--- src/vdle_pkg.sv ---
// Shared types, constants and helper functions of the vector display list engine.
// Depends on nothing; every other file of the block imports it.
package vdle_pkg;

  // Return stack depth and fraction bits of the beam position.
  localparam int STACK_DEPTH = 4;
  localparam int FRAC_BITS   = 18;

  // Beam register width and width of the signed screen and clip arithmetic.
  localparam int BW  = 48;
  localparam int CW  = 40;
  localparam int MW  = 2 * CW;
  localparam int SCW = $clog2(STACK_DEPTH + 1);
  localparam int SIW = (STACK_DEPTH > 1) ? $clog2(STACK_DEPTH) : 1;

  // Request opcodes.
  localparam logic OP_START = 1'b0;
  localparam logic OP_EXEC  = 1'b1;

  // Instruction opcodes (high nibble of byte1).
  localparam logic [3:0] OPC_LONG_MAX = 4'h9;
  localparam logic [3:0] OPC_LOAD     = 4'hA;
  localparam logic [3:0] OPC_HALT     = 4'hB;
  localparam logic [3:0] OPC_CALL     = 4'hC;
  localparam logic [3:0] OPC_RET      = 4'hD;
  localparam logic [3:0] OPC_JUMP     = 4'hE;
  localparam logic [3:0] OPC_SHORT    = 4'hF;

  // Result status codes.
  localparam logic [1:0] ST_CONT = 2'd0;
  localparam logic [1:0] ST_HALT = 2'd1;
  localparam logic [1:0] ST_DONE = 2'd2;
  localparam logic [1:0] ST_OVF  = 2'd3;

  // Screen clip window.
  localparam logic signed [CW-1:0] CLIP_LO = CW'(-32768);
  localparam logic signed [CW-1:0] CLIP_HI = CW'(32767);

  // Offset and rounding terms of the screen mapping.
  localparam logic signed [BW+7:0] SCR_OFS = {{(BW+7){1'b0}}, 1'b1} << (15 + FRAC_BITS);
  localparam logic signed [BW+7:0] SCR_RND = ({{(BW+7){1'b0}}, 1'b1} << FRAC_BITS) - 1;

  typedef struct packed {
    logic       op;
    logic [7:0] byte0;
    logic [7:0] byte1;
    logic [7:0] byte2;
    logic [7:0] byte3;
  } in_t;

  typedef struct packed {
    logic               vector_valid;
    logic signed [15:0] start_x;
    logic signed [15:0] start_y;
    logic signed [15:0] end_x;
    logic signed [15:0] end_y;
    logic [15:0]        next_pc;
    logic [1:0]         status;
  } out_t;

  // Commands from the controller to the datapath.
  typedef struct packed {
    logic       load;
    logic       exec;
    logic       scr;
    logic       md_start;
    logic       clip_wr;
    logic       finish;
    logic       emit;
    logic [2:0] phase;
  } cmd_t;

  // Status from the datapath to the controller.
  typedef struct packed {
    logic draw_go;
    logic need;
    logic reject;
    logic md_done;
  } sts_t;

  // Maps a Q30.18 position to a screen coordinate, truncating toward zero.
  function automatic logic signed [CW-1:0] screen(input logic [BW-1:0] pos);
    logic signed [BW+7:0] s;
    s = ($signed({{8{pos[BW-1]}}, pos}) <<< 6) - SCR_OFS;
    if (s < 0) begin
      s = s + SCR_RND;
    end
    s = s >>> FRAC_BITS;
    return s[CW-1:0];
  endfunction

endpackage

--- src/vector_display_list_engine.sv ---
// Top level of the vector display list engine: controller plus datapath.
// Depends on vdle_pkg, vdle_ctrl and vdle_datapath.

// One request runs one display-list instruction and gives exactly one result. Non-drawing
// instructions, start-frame requests and draws with zero intensity pass from execute straight
// to the result hand-off. A drawing instruction with nonzero intensity also runs the screen
// mapping and eight clip checks, and waits on the interpolation unit for every clip step that
// cuts the line; up to eight steps can cut, so the worst case is set by the bit-serial multiply
// and restoring divide of the interpolation unit. A new request is taken once the previous one
// has been handed to the result register, while that result still waits for out_ready.
module vector_display_list_engine
  import vdle_pkg::*;
(
  input  logic clk,
  input  logic rst,
  input  logic in_valid,
  output logic in_ready,
  input  in_t  in_data,
  output logic out_valid,
  input  logic out_ready,
  output out_t out_data
);

  cmd_t cmd;
  sts_t sts;

  vdle_ctrl u_ctrl (
    .clk       (clk),
    .rst       (rst),
    .in_valid  (in_valid),
    .in_ready  (in_ready),
    .out_valid (out_valid),
    .out_ready (out_ready),
    .sts       (sts),
    .cmd       (cmd)
  );

  vdle_datapath u_dp (
    .clk      (clk),
    .rst      (rst),
    .in_data  (in_data),
    .cmd      (cmd),
    .sts      (sts),
    .out_data (out_data)
  );

endmodule

--- src/vdle_muldiv.sv ---
// Iterative a*b/c unit: shift-add multiply, then restoring division, truncating toward zero.
// Depends on vdle_pkg.
module vdle_muldiv
  import vdle_pkg::*;
(
  input  logic                 clk,
  input  logic                 rst,
  input  logic                 start,
  input  logic signed [CW-1:0] a,
  input  logic signed [CW-1:0] b,
  input  logic signed [CW-1:0] c,
  output logic                 done,
  output logic signed [CW-1:0] q
);

  localparam int NW = $clog2(MW);

  logic            busy;
  logic            dividing;
  logic [NW-1:0]   cnt;
  logic            neg;
  logic [MW-1:0]   mcand;
  logic [CW-1:0]   mplier;
  logic [MW-1:0]   prod;
  logic [CW-1:0]   uc;
  logic [CW:0]     rem;
  logic [CW-1:0]   quo;
  logic [CW:0]     rem_shift;
  logic            fits;

  // One division step: bring in the next product bit and try a subtract.
  assign rem_shift = {rem[CW-1:0], prod[MW-1]};
  assign fits      = rem_shift >= {1'b0, uc};

  always_ff @(posedge clk) begin
    if (rst) begin
      busy     <= 1'b0;
      dividing <= 1'b0;
      done     <= 1'b0;
      cnt      <= '0;
    end else begin
      done <= 1'b0;
      if (start) begin
        busy     <= 1'b1;
        dividing <= 1'b0;
        cnt      <= '0;
      end else if (busy) begin
        if (!dividing) begin
          if (cnt == NW'(CW - 1)) begin
            dividing <= 1'b1;
            cnt      <= '0;
          end else begin
            cnt <= cnt + 1'b1;
          end
        end else begin
          if (cnt == NW'(MW - 1)) begin
            busy <= 1'b0;
            done <= 1'b1;
          end else begin
            cnt <= cnt + 1'b1;
          end
        end
      end
    end
  end

  // Operand magnitudes and the product and quotient shift registers.
  always_ff @(posedge clk) begin
    if (start) begin
      neg    <= (a[CW-1] ^ b[CW-1]) ^ c[CW-1];
      mcand  <= {{CW{1'b0}}, (a[CW-1] ? -a : a)};
      mplier <= b[CW-1] ? -b : b;
      uc     <= c[CW-1] ? -c : c;
      prod   <= '0;
      rem    <= '0;
      quo    <= '0;
    end else if (busy && !dividing) begin
      if (mplier[0]) begin
        prod <= prod + mcand;
      end
      mcand  <= mcand << 1;
      mplier <= mplier >> 1;
    end else if (busy) begin
      prod <= prod << 1;
      rem  <= fits ? (rem_shift - {1'b0, uc}) : rem_shift;
      quo  <= {quo[CW-2:0], fits};
    end
  end

  assign q = (uc == '0) ? '0 : (neg ? -$signed(quo) : $signed(quo));

endmodule

--- src/vdle_datapath.sv ---
// Datapath: program counter, return stack, beam registers, clip endpoints and result register.
// Depends on vdle_pkg and vdle_muldiv.
module vdle_datapath
  import vdle_pkg::*;
(
  input  logic clk,
  input  logic rst,
  input  in_t  in_data,
  input  cmd_t cmd,
  output sts_t sts,
  output out_t out_data
);

  in_t                 inreg;
  logic [15:0]         pc;
  logic [15:0]         stack [STACK_DEPTH];
  logic [SCW-1:0]      cnt;
  logic                halted;
  logic [3:0]          gs;
  logic [BW-1:0]       beam_x;
  logic [BW-1:0]       beam_y;
  logic signed [CW-1:0] sx, sy, ex, ey;
  logic [1:0]          res_status;

  logic [3:0]          opc;
  logic [10:0]         wx, wy;
  logic [15:0]         target;
  logic                is_long, is_short;
  logic [3:0]          intensity;
  logic [6:0]          e_amt;
  logic [6:0]          up, down;
  logic                dx_s, dy_s;
  logic [9:0]          dx_m, dy_m;

  logic                pass1, axis_y, hi;
  logic signed [CW-1:0] bnd, fa, fo, ma, mo;
  logic signed [CW-1:0] md_q;
  logic                md_done;

  // Sign-magnitude delta shifted left by the exponent, in 48-bit two's complement.
  function automatic logic [BW-1:0] shifted(input logic s, input logic [9:0] m,
                                            input logic [6:0] sh);
    logic [BW-1:0] v;
    v = {{(BW-10){1'b0}}, m} << sh;
    return s ? -v : v;
  endfunction

  // Instruction field decode.
  assign opc       = inreg.byte1[7:4];
  assign wx        = {inreg.byte3[2:0], inreg.byte2};
  assign wy        = {inreg.byte1[2:0], inreg.byte0};
  assign target    = {3'd0, inreg.byte1[3:0], inreg.byte0, 1'b0};
  assign is_long   = opc <= OPC_LONG_MAX;
  assign is_short  = opc == OPC_SHORT;
  assign intensity = is_long ? inreg.byte3[7:4] : inreg.byte0[7:4];

  // Delta exponent from the opcode, the short-vector scale bits and the global scale.
  always_comb begin
    if (is_long) begin
      up   = 7'd0;
      down = 7'(OPC_LONG_MAX - opc);
      dx_s = wx[10];
      dx_m = wx[9:0];
      dy_s = wy[10];
      dy_m = wy[9:0];
    end else begin
      up   = 7'd1 + {6'd0, inreg.byte1[3]} + {5'd0, inreg.byte0[3], 1'b0};
      down = 7'd0;
      dx_s = inreg.byte0[2];
      dx_m = {8'd0, inreg.byte0[1:0]};
      dy_s = inreg.byte1[2];
      dy_m = {8'd0, inreg.byte1[1:0]};
    end
    if (gs[3]) begin
      e_amt = 7'(FRAC_BITS) + up - down - (7'd16 - {3'd0, gs});
    end else begin
      e_amt = 7'(FRAC_BITS) + up - down + {3'd0, gs};
    end
  end

  // Clip step decode: low x, low y, high x, high y, first toward the end, then the start.
  always_comb begin
    pass1  = cmd.phase[2];
    axis_y = cmd.phase[0];
    hi     = cmd.phase[1];
    bnd    = hi ? CLIP_HI : CLIP_LO;
    if (!pass1) begin
      fa = axis_y ? sy : sx;
      fo = axis_y ? sx : sy;
      ma = axis_y ? ey : ex;
      mo = axis_y ? ex : ey;
    end else begin
      fa = axis_y ? ey : ex;
      fo = axis_y ? ex : ey;
      ma = axis_y ? sy : sx;
      mo = axis_y ? sx : sy;
    end
  end

  assign sts.draw_go = (inreg.op == OP_EXEC) && !halted && (is_long || is_short) &&
                       (intensity != 4'd0);
  assign sts.need    = hi ? (ma > bnd) : (ma < bnd);
  assign sts.reject  = sts.need && (hi ? (fa > bnd) : (fa < bnd));
  assign sts.md_done = md_done;

  vdle_muldiv u_md (
    .clk   (clk),
    .rst   (rst),
    .start (cmd.md_start),
    .a     (mo - fo),
    .b     (bnd - fa),
    .c     (ma - fa),
    .done  (md_done),
    .q     (md_q)
  );

  // Control state of the engine.
  always_ff @(posedge clk) begin
    if (rst) begin
      pc     <= '0;
      cnt    <= '0;
      halted <= 1'b1;
      gs     <= '0;
      beam_x <= '0;
      beam_y <= '0;
    end else if (cmd.exec) begin
      if (inreg.op == OP_START) begin
        pc     <= '0;
        cnt    <= '0;
        gs     <= '0;
        halted <= 1'b0;
      end else if (!halted) begin
        if (is_long || is_short) begin
          beam_x <= beam_x + shifted(dx_s, dx_m, e_amt);
          beam_y <= beam_y + shifted(dy_s, dy_m, e_amt);
          pc     <= pc + (is_long ? 16'd4 : 16'd2);
        end else begin
          case (opc)
            OPC_LOAD: begin
              beam_x <= shifted(wx[10], wx[9:0], 7'(FRAC_BITS));
              beam_y <= shifted(wy[10], wy[9:0], 7'(FRAC_BITS));
              gs     <= inreg.byte3[7:4];
              pc     <= pc + 16'd4;
            end
            OPC_HALT: begin
              halted <= 1'b1;
            end
            OPC_CALL: begin
              if (cnt >= SCW'(STACK_DEPTH)) begin
                halted <= 1'b1;
              end else begin
                cnt <= cnt + 1'b1;
                pc  <= target;
              end
            end
            OPC_RET: begin
              if (cnt != '0) begin
                cnt <= cnt - 1'b1;
                pc  <= stack[SIW'(cnt - 1'b1)];
              end
            end
            OPC_JUMP: begin
              pc <= target;
            end
            default: begin
            end
          endcase
        end
      end
    end
  end

  // Payload registers: input latch, stack entries, status, endpoints and result.
  always_ff @(posedge clk) begin
    if (cmd.load) begin
      inreg <= in_data;
    end
    if (cmd.exec) begin
      if (inreg.op == OP_START) begin
        res_status <= ST_CONT;
      end else if (halted) begin
        res_status <= ST_HALT;
      end else begin
        case (opc)
          OPC_HALT: res_status <= ST_HALT;
          OPC_CALL: begin
            if (cnt >= SCW'(STACK_DEPTH)) begin
              res_status <= ST_OVF;
            end else begin
              stack[SIW'(cnt)] <= pc + 16'd2;
              res_status       <= (target == '0) ? ST_DONE : ST_CONT;
            end
          end
          OPC_RET:  res_status <= (cnt == '0) ? ST_DONE : ST_CONT;
          OPC_JUMP: res_status <= (target == '0) ? ST_DONE : ST_CONT;
          default:  res_status <= ST_CONT;
        endcase
      end
      sx <= screen(beam_x);
      sy <= screen(beam_y);
    end
    if (cmd.scr) begin
      ex <= screen(beam_x);
      ey <= screen(beam_y);
    end
    if (cmd.clip_wr) begin
      case ({pass1, axis_y})
        2'b00: begin ex <= bnd; ey <= fo + md_q; end
        2'b01: begin ey <= bnd; ex <= fo + md_q; end
        2'b10: begin sx <= bnd; sy <= fo + md_q; end
        default: begin sy <= bnd; sx <= fo + md_q; end
      endcase
    end
    if (cmd.finish) begin
      out_data.vector_valid <= cmd.emit;
      out_data.start_x      <= cmd.emit ? sx[15:0] : 16'd0;
      out_data.start_y      <= cmd.emit ? sy[15:0] : 16'd0;
      out_data.end_x        <= cmd.emit ? ex[15:0] : 16'd0;
      out_data.end_y        <= cmd.emit ? ey[15:0] : 16'd0;
      out_data.next_pc      <= pc;
      out_data.status       <= res_status;
    end
  end

endmodule

--- src/vdle_ctrl.sv ---
// Controller: sequences execute, screen mapping, the eight clip steps and result hand-off.
// Depends on vdle_pkg.
module vdle_ctrl
  import vdle_pkg::*;
(
  input  logic clk,
  input  logic rst,
  input  logic in_valid,
  output logic in_ready,
  output logic out_valid,
  input  logic out_ready,
  input  sts_t sts,
  output cmd_t cmd
);

  localparam logic [2:0] S_IDLE  = 3'd0;
  localparam logic [2:0] S_EXEC  = 3'd1;
  localparam logic [2:0] S_SCR   = 3'd2;
  localparam logic [2:0] S_CHECK = 3'd3;
  localparam logic [2:0] S_WAIT  = 3'd4;
  localparam logic [2:0] S_FIN   = 3'd5;

  logic [2:0] state, state_next;
  logic [2:0] phase, phase_next;
  logic       emit, emit_next;
  logic       fin_go;

  assign in_ready = state == S_IDLE;
  assign fin_go   = (state == S_FIN) && (!out_valid || out_ready);

  // Next state and commands.
  always_comb begin
    state_next   = state;
    phase_next   = phase;
    emit_next    = emit;
    cmd          = '0;
    cmd.phase    = phase;
    cmd.emit     = emit;
    case (state)
      S_IDLE: begin
        if (in_valid) begin
          cmd.load   = 1'b1;
          state_next = S_EXEC;
        end
      end
      S_EXEC: begin
        cmd.exec   = 1'b1;
        emit_next  = 1'b0;
        state_next = sts.draw_go ? S_SCR : S_FIN;
      end
      S_SCR: begin
        cmd.scr    = 1'b1;
        phase_next = 3'd0;
        state_next = S_CHECK;
      end
      S_CHECK: begin
        if (sts.reject) begin
          state_next = S_FIN;
        end else if (sts.need) begin
          cmd.md_start = 1'b1;
          state_next   = S_WAIT;
        end else if (phase == 3'd7) begin
          emit_next  = 1'b1;
          state_next = S_FIN;
        end else begin
          phase_next = phase + 1'b1;
        end
      end
      S_WAIT: begin
        if (sts.md_done) begin
          cmd.clip_wr = 1'b1;
          if (phase == 3'd7) begin
            emit_next  = 1'b1;
            state_next = S_FIN;
          end else begin
            phase_next = phase + 1'b1;
            state_next = S_CHECK;
          end
        end
      end
      S_FIN: begin
        if (fin_go) begin
          cmd.finish = 1'b1;
          state_next = S_IDLE;
        end
      end
      default: begin
        state_next = S_IDLE;
      end
    endcase
  end

  always_ff @(posedge clk) begin
    if (rst) begin
      state     <= S_IDLE;
      phase     <= '0;
      emit      <= 1'b0;
      out_valid <= 1'b0;
    end else begin
      state <= state_next;
      phase <= phase_next;
      emit  <= emit_next;
      if (fin_go) begin
        out_valid <= 1'b1;
      end else if (out_ready) begin
        out_valid <= 1'b0;
      end
    end
  end

endmodule

--- config.mk ---
export PLATFORM = sky130hd
export DESIGN_NAME = vector_display_list_engine
export DESIGN_NICKNAME = d
export VERILOG_FILES = /design/src/vdle_pkg.sv /design/src/vector_display_list_engine.sv /design/src/vdle_muldiv.sv /design/src/vdle_datapath.sv /design/src/vdle_ctrl.sv
export SDC_FILE = /design/constraint.sdc
export NUM_CORES = 2
export LEC_CHECK = 0
export ABC_AREA = 0
export BUFFER_PORTS_ARGS = -buffer_cell sky130_fd_sc_hd__buf_4
export CORE_ASPECT_RATIO = 1.2
export CORE_MARGIN = 1
export CORE_UTILIZATION = 40
export DETAILED_ROUTE_END_ITERATION = 10
export HOLD_SLACK_MARGIN = 0.12
export PLACE_DENSITY = 0.57
export SYNTH_ARGS = -nofsm -noshare
export SYNTH_HDL_FRONTEND = slang
export SYNTH_HIERARCHICAL = 1
export SYNTH_SLANG_ARGS = --single-unit
--- constraint.sdc ---
create_clock -name clk -period 33.6 [get_ports clk]
set_input_delay 3.36 -clock clk [delete_from_list [all_inputs] [get_ports clk]]
set_output_delay 3.36 -clock clk [all_outputs]
set_load 0.02 [all_outputs]
==> metrics.txt <==
Synth area leader=dfxtp_1; Fillers=about 17000; worst skew pair latency=0.76 ns; Detail Route Antenna Nets=0; DRT Pass-1 Iters=7; core area=0.167 mm^2; CP max stage cell=edfxtp_1; CTS buffer count=95; largest net degree at the start of global routing=between 100 and 150; 1st-iter DRT viols=around 4500; Max Slew Vio Count=0; Final setup viols=0; worst-margin pin slew=roughly 1.2 ns; crit path from=u_dp/inreg[21]; Clock Path Buffers=3; CTS Root Cell=clkbuf_16; Synth cell types=122; die area=0.170 mm^2; Synth warnings=6; Post-CTS Hold Fix Bufs=0; primary flip-flop cell chosen by synthesis mapping=dfxtp_1; capturing element type of the critical path=flip-flop; Detailed Place HPWL=approximately 170000 um; fin nets=between 8000 and 9000; row count=~160; vias in the first global route=roughly 60000; most area-consuming cells after synthesis=dfxtp_1, edfxtp_1, ha_1; Hold WC Path Type=flip-flop to flip-flop; critical path's most frequent cell=ha_1; Tcrit/Tclk final=0.326; chip width=377 um; Required @ worst endpoint=between 30 and 40 ns; number of synthesized flops with an enable pin=just over 300; Crit Path Class=flip-flop to flip-flop; WL/cell=roughly 21 um; GRT Util Overall=0.254; slew margin rel.=0.189; synthesis-stage register bit count=800; Max Cap Viol=0; crit path DAT=11.61 ns; post-CTS setup buffer count=0; post-synth top area share=0.148; GPL Wtd Cong=0.972; fmax=between 90 and 100 MHz; syn avg cell area=between 8 and 9 um^2; status=completed; CTS clock-pin slew for the worst setup and hold paths=approximately 0.06 ns; initial antenna violation count=2; DR vias=~62000; CTS tree=done; Final Critical Period=~11 ns; Synth-to-Final Area Change=9.02%; CTS sink cnt=800; Die H=approximately 450 um; RSZ-0062 raised after global routing=no; DR vias/cell=5.90; Post-synth ARST share=0; Worst setup SP type=flip-flop; post-cts resize count=0; Post-Syn Nets=between 8000 and 9000; I/O pin cnt=between 100 and 150; mapped cell area=between 0.06 and 0.07 mm^2; first-pass GRT wire length=between 300000 and 400000 um; RR Startpoint=u_dp/inreg[21]; PortBufs=between 100 and 150; total grt overflow=0; final number of hold-violating endpoints=0; Mapped Cells=8366; Seq/Total Area, Yosys=0.282; fraction of layout cells with a size suffix above 1=0.0798; DRC violations left=0; number of H-tree levels=3; Initial Util=0.404; hold path start=u_dp/res_status[0]; routed wire length=around 220000 um; crit path max fanout=44; Post-Route Setup TNS=0 ns; clk_skew=0.0894 ns; CP max stage delay=around 0.8 ns
worst max-delay path: cells and delay by family, from the launching register on:
| family | cells | cell delay, ns |
|---|---|---|
| AOI/OAI and AO/OA | 12 | 2.64 |
| adders and majority gates | 5 | 1.86 |
| buffers and inverters | 5 | 1.67 |
| DFF | 1 | 0.79 |
| muxes | 2 | 0.64 |
| and+or+nand+nor | 13 | 3.21 |
metrics by stage:
| step | instance area, um^2 | setup WS (ns) | std cells | hold slack, ns | util |
|---|---|---|---|---|---|
| finish | 73600 | 22.66 | 10500 | 0.447 | 0.441 |
| global route | 73600 | 21.97 | 10500 | 0.471 | 0.441 |
| CTS | 73600 | 22.77 | 10500 | 0.460 | 0.441 |
| detailed placement | 70200 | 22.82 | 10300 | 0.451 | 0.420 |
| global placement | 70200 | 22.91 | 10300 | 0.448 | 0.420 |
| floorplan | 67500 | 22.86 | 8366 | 0.400 | - |
sequential cells by signal, indices dropped and copies added, names as in the netlist, 2 cells and up:
register,count
u_dp/beam_y,48
u_dp/cnt,3
u_dp/ey,40
u_dp/u_md/prod,80
u_dp/sx,40
u_dp/u_md/mplier,40
u_ctrl/phase,3
u_dp/ex,40
u_dp/inreg,31
u_dp/res_status,2
u_dp/beam_x,48
u_dp/pc,16
u_dp/u_md/mcand,80
u_dp/gs,4
u_dp/u_md/cnt,7
u_ctrl/state,3
u_dp/u_md/quo,40
u_dp/sy,40
u_dp/stack,64
u_dp/u_md/rem,40
u_dp/u_md/uc,40
u_dp/out_data,83
cells in the final DEF (no fill, tap or decap), types with 52 or more instances in the layout:
master	Yosys	layout
ha_1	471	471
xor2_1	289	287
edfxtp_1	302	302
nand2_1	1014	1011
o21bai_1	58	58
or3_1	63	63
a211oi_1	129	129
nor3_1	160	159
and3_1	58	58
mux2i_1	154	154
nor2b_1	109	106
o21a_1	62	61
mux4_2	104	104
a31oi_1	66	65
nand2b_1	76	75
dfxtp_1	498	494
a21oi_1	833	832
nor2_1	695	688
mux2_2	55	55
clkbuf_16	0	96
xnor2_1	386	385
nor4_1	52	52
o21ai_0	596	596
o211ai_1	95	95
a21o_1	213	213
and2_1	111	108
nand3_1	171	170
nand4_1	111	111
o31ai_1	76	76
o221ai_1	53	53
inv_1	279	277
buf_4	7	206
metal layers:
| metal | GRT usage | vias up | wire [um] |
|---|---|---|---|
| li1 | - | 30200 | - |
| met1 | 0.295 | 29800 | 90000 |
| met2 | 0.463 | 1569 | 113000 |
| met3 | 0.0249 | 442 | 9230 |
| met4 | 0.124 | 0 | 11400 |
| met5 | 0 | - | 0 |
final timing paths:
kind | end | slack [ns] | cells after the start
hold / removal | u_dp/out_data[0] | 0.45 | 0
setup / recovery | u_dp/beam_y[47] | 22.66 | 37
setup reg to reg | u_dp/beam_y[47] | 22.66 | 37
hold reg to reg | u_dp/out_data[0] | 0.45 | 0
area by class of cell:
type	instances	area, um^2	share of cell area
multi-input cells	6801	45700	0.621
flip-flops and latches	800	19000	0.259
well taps	2241	2800	0.0381
clock buffers	117	2510	0.0341
repair buffers	209	1610	0.0218
inverters	284	1070	0.0145
clock inverters	62	877	0.0119
diodes	6	15.0	0.000204
cell usage after synthesis (33+ instances only):
library cell / n
nor4_1: 52
o211ai_1: 95
nand4_1: 111
buf_1: 60
a21oi_1: 833
xnor2_1: 386
or3_1: 63
mux2i_1: 154
a22oi_1: 38
o221ai_1: 53
or4_1: 36
mux4_2: 104
clkbuf_1: 390
edfxtp_1: 302
o22ai_1: 37
nor2_1: 695
nand2_1: 1014
or2_2: 38
dfxtp_1: 498
o21a_1: 62
a211oi_1: 129
o21bai_1: 58
nor3_1: 160
nand2b_1: 76
xor2_1: 289
nand3_1: 171
o21ai_0: 596
o31ai_1: 76
ha_1: 471
mux2_2: 55
inv_1: 279
nor2b_1: 109
a21boi_0: 33
a31oi_1: 66
a21o_1: 213
and2_1: 111
and3_1: 58
logic make-up (layout without fill, tap and decap cells):
family	count (synthesis)	count (layout)	share of synthesized area
simple gates	2786	2786	0.193
compound gates	2538	2538	0.234
flops	800	800	0.282
buf+inv	765	672	0.0439
xor+xnor	679	679	0.0888
fa+ha+maj	482	482	0.0905
mux	316	316	0.0675
other cells	0	6	0
Power is not shown: default switching activity piles up to over one toggle a cycle in this logic, so the estimate is an artifact.
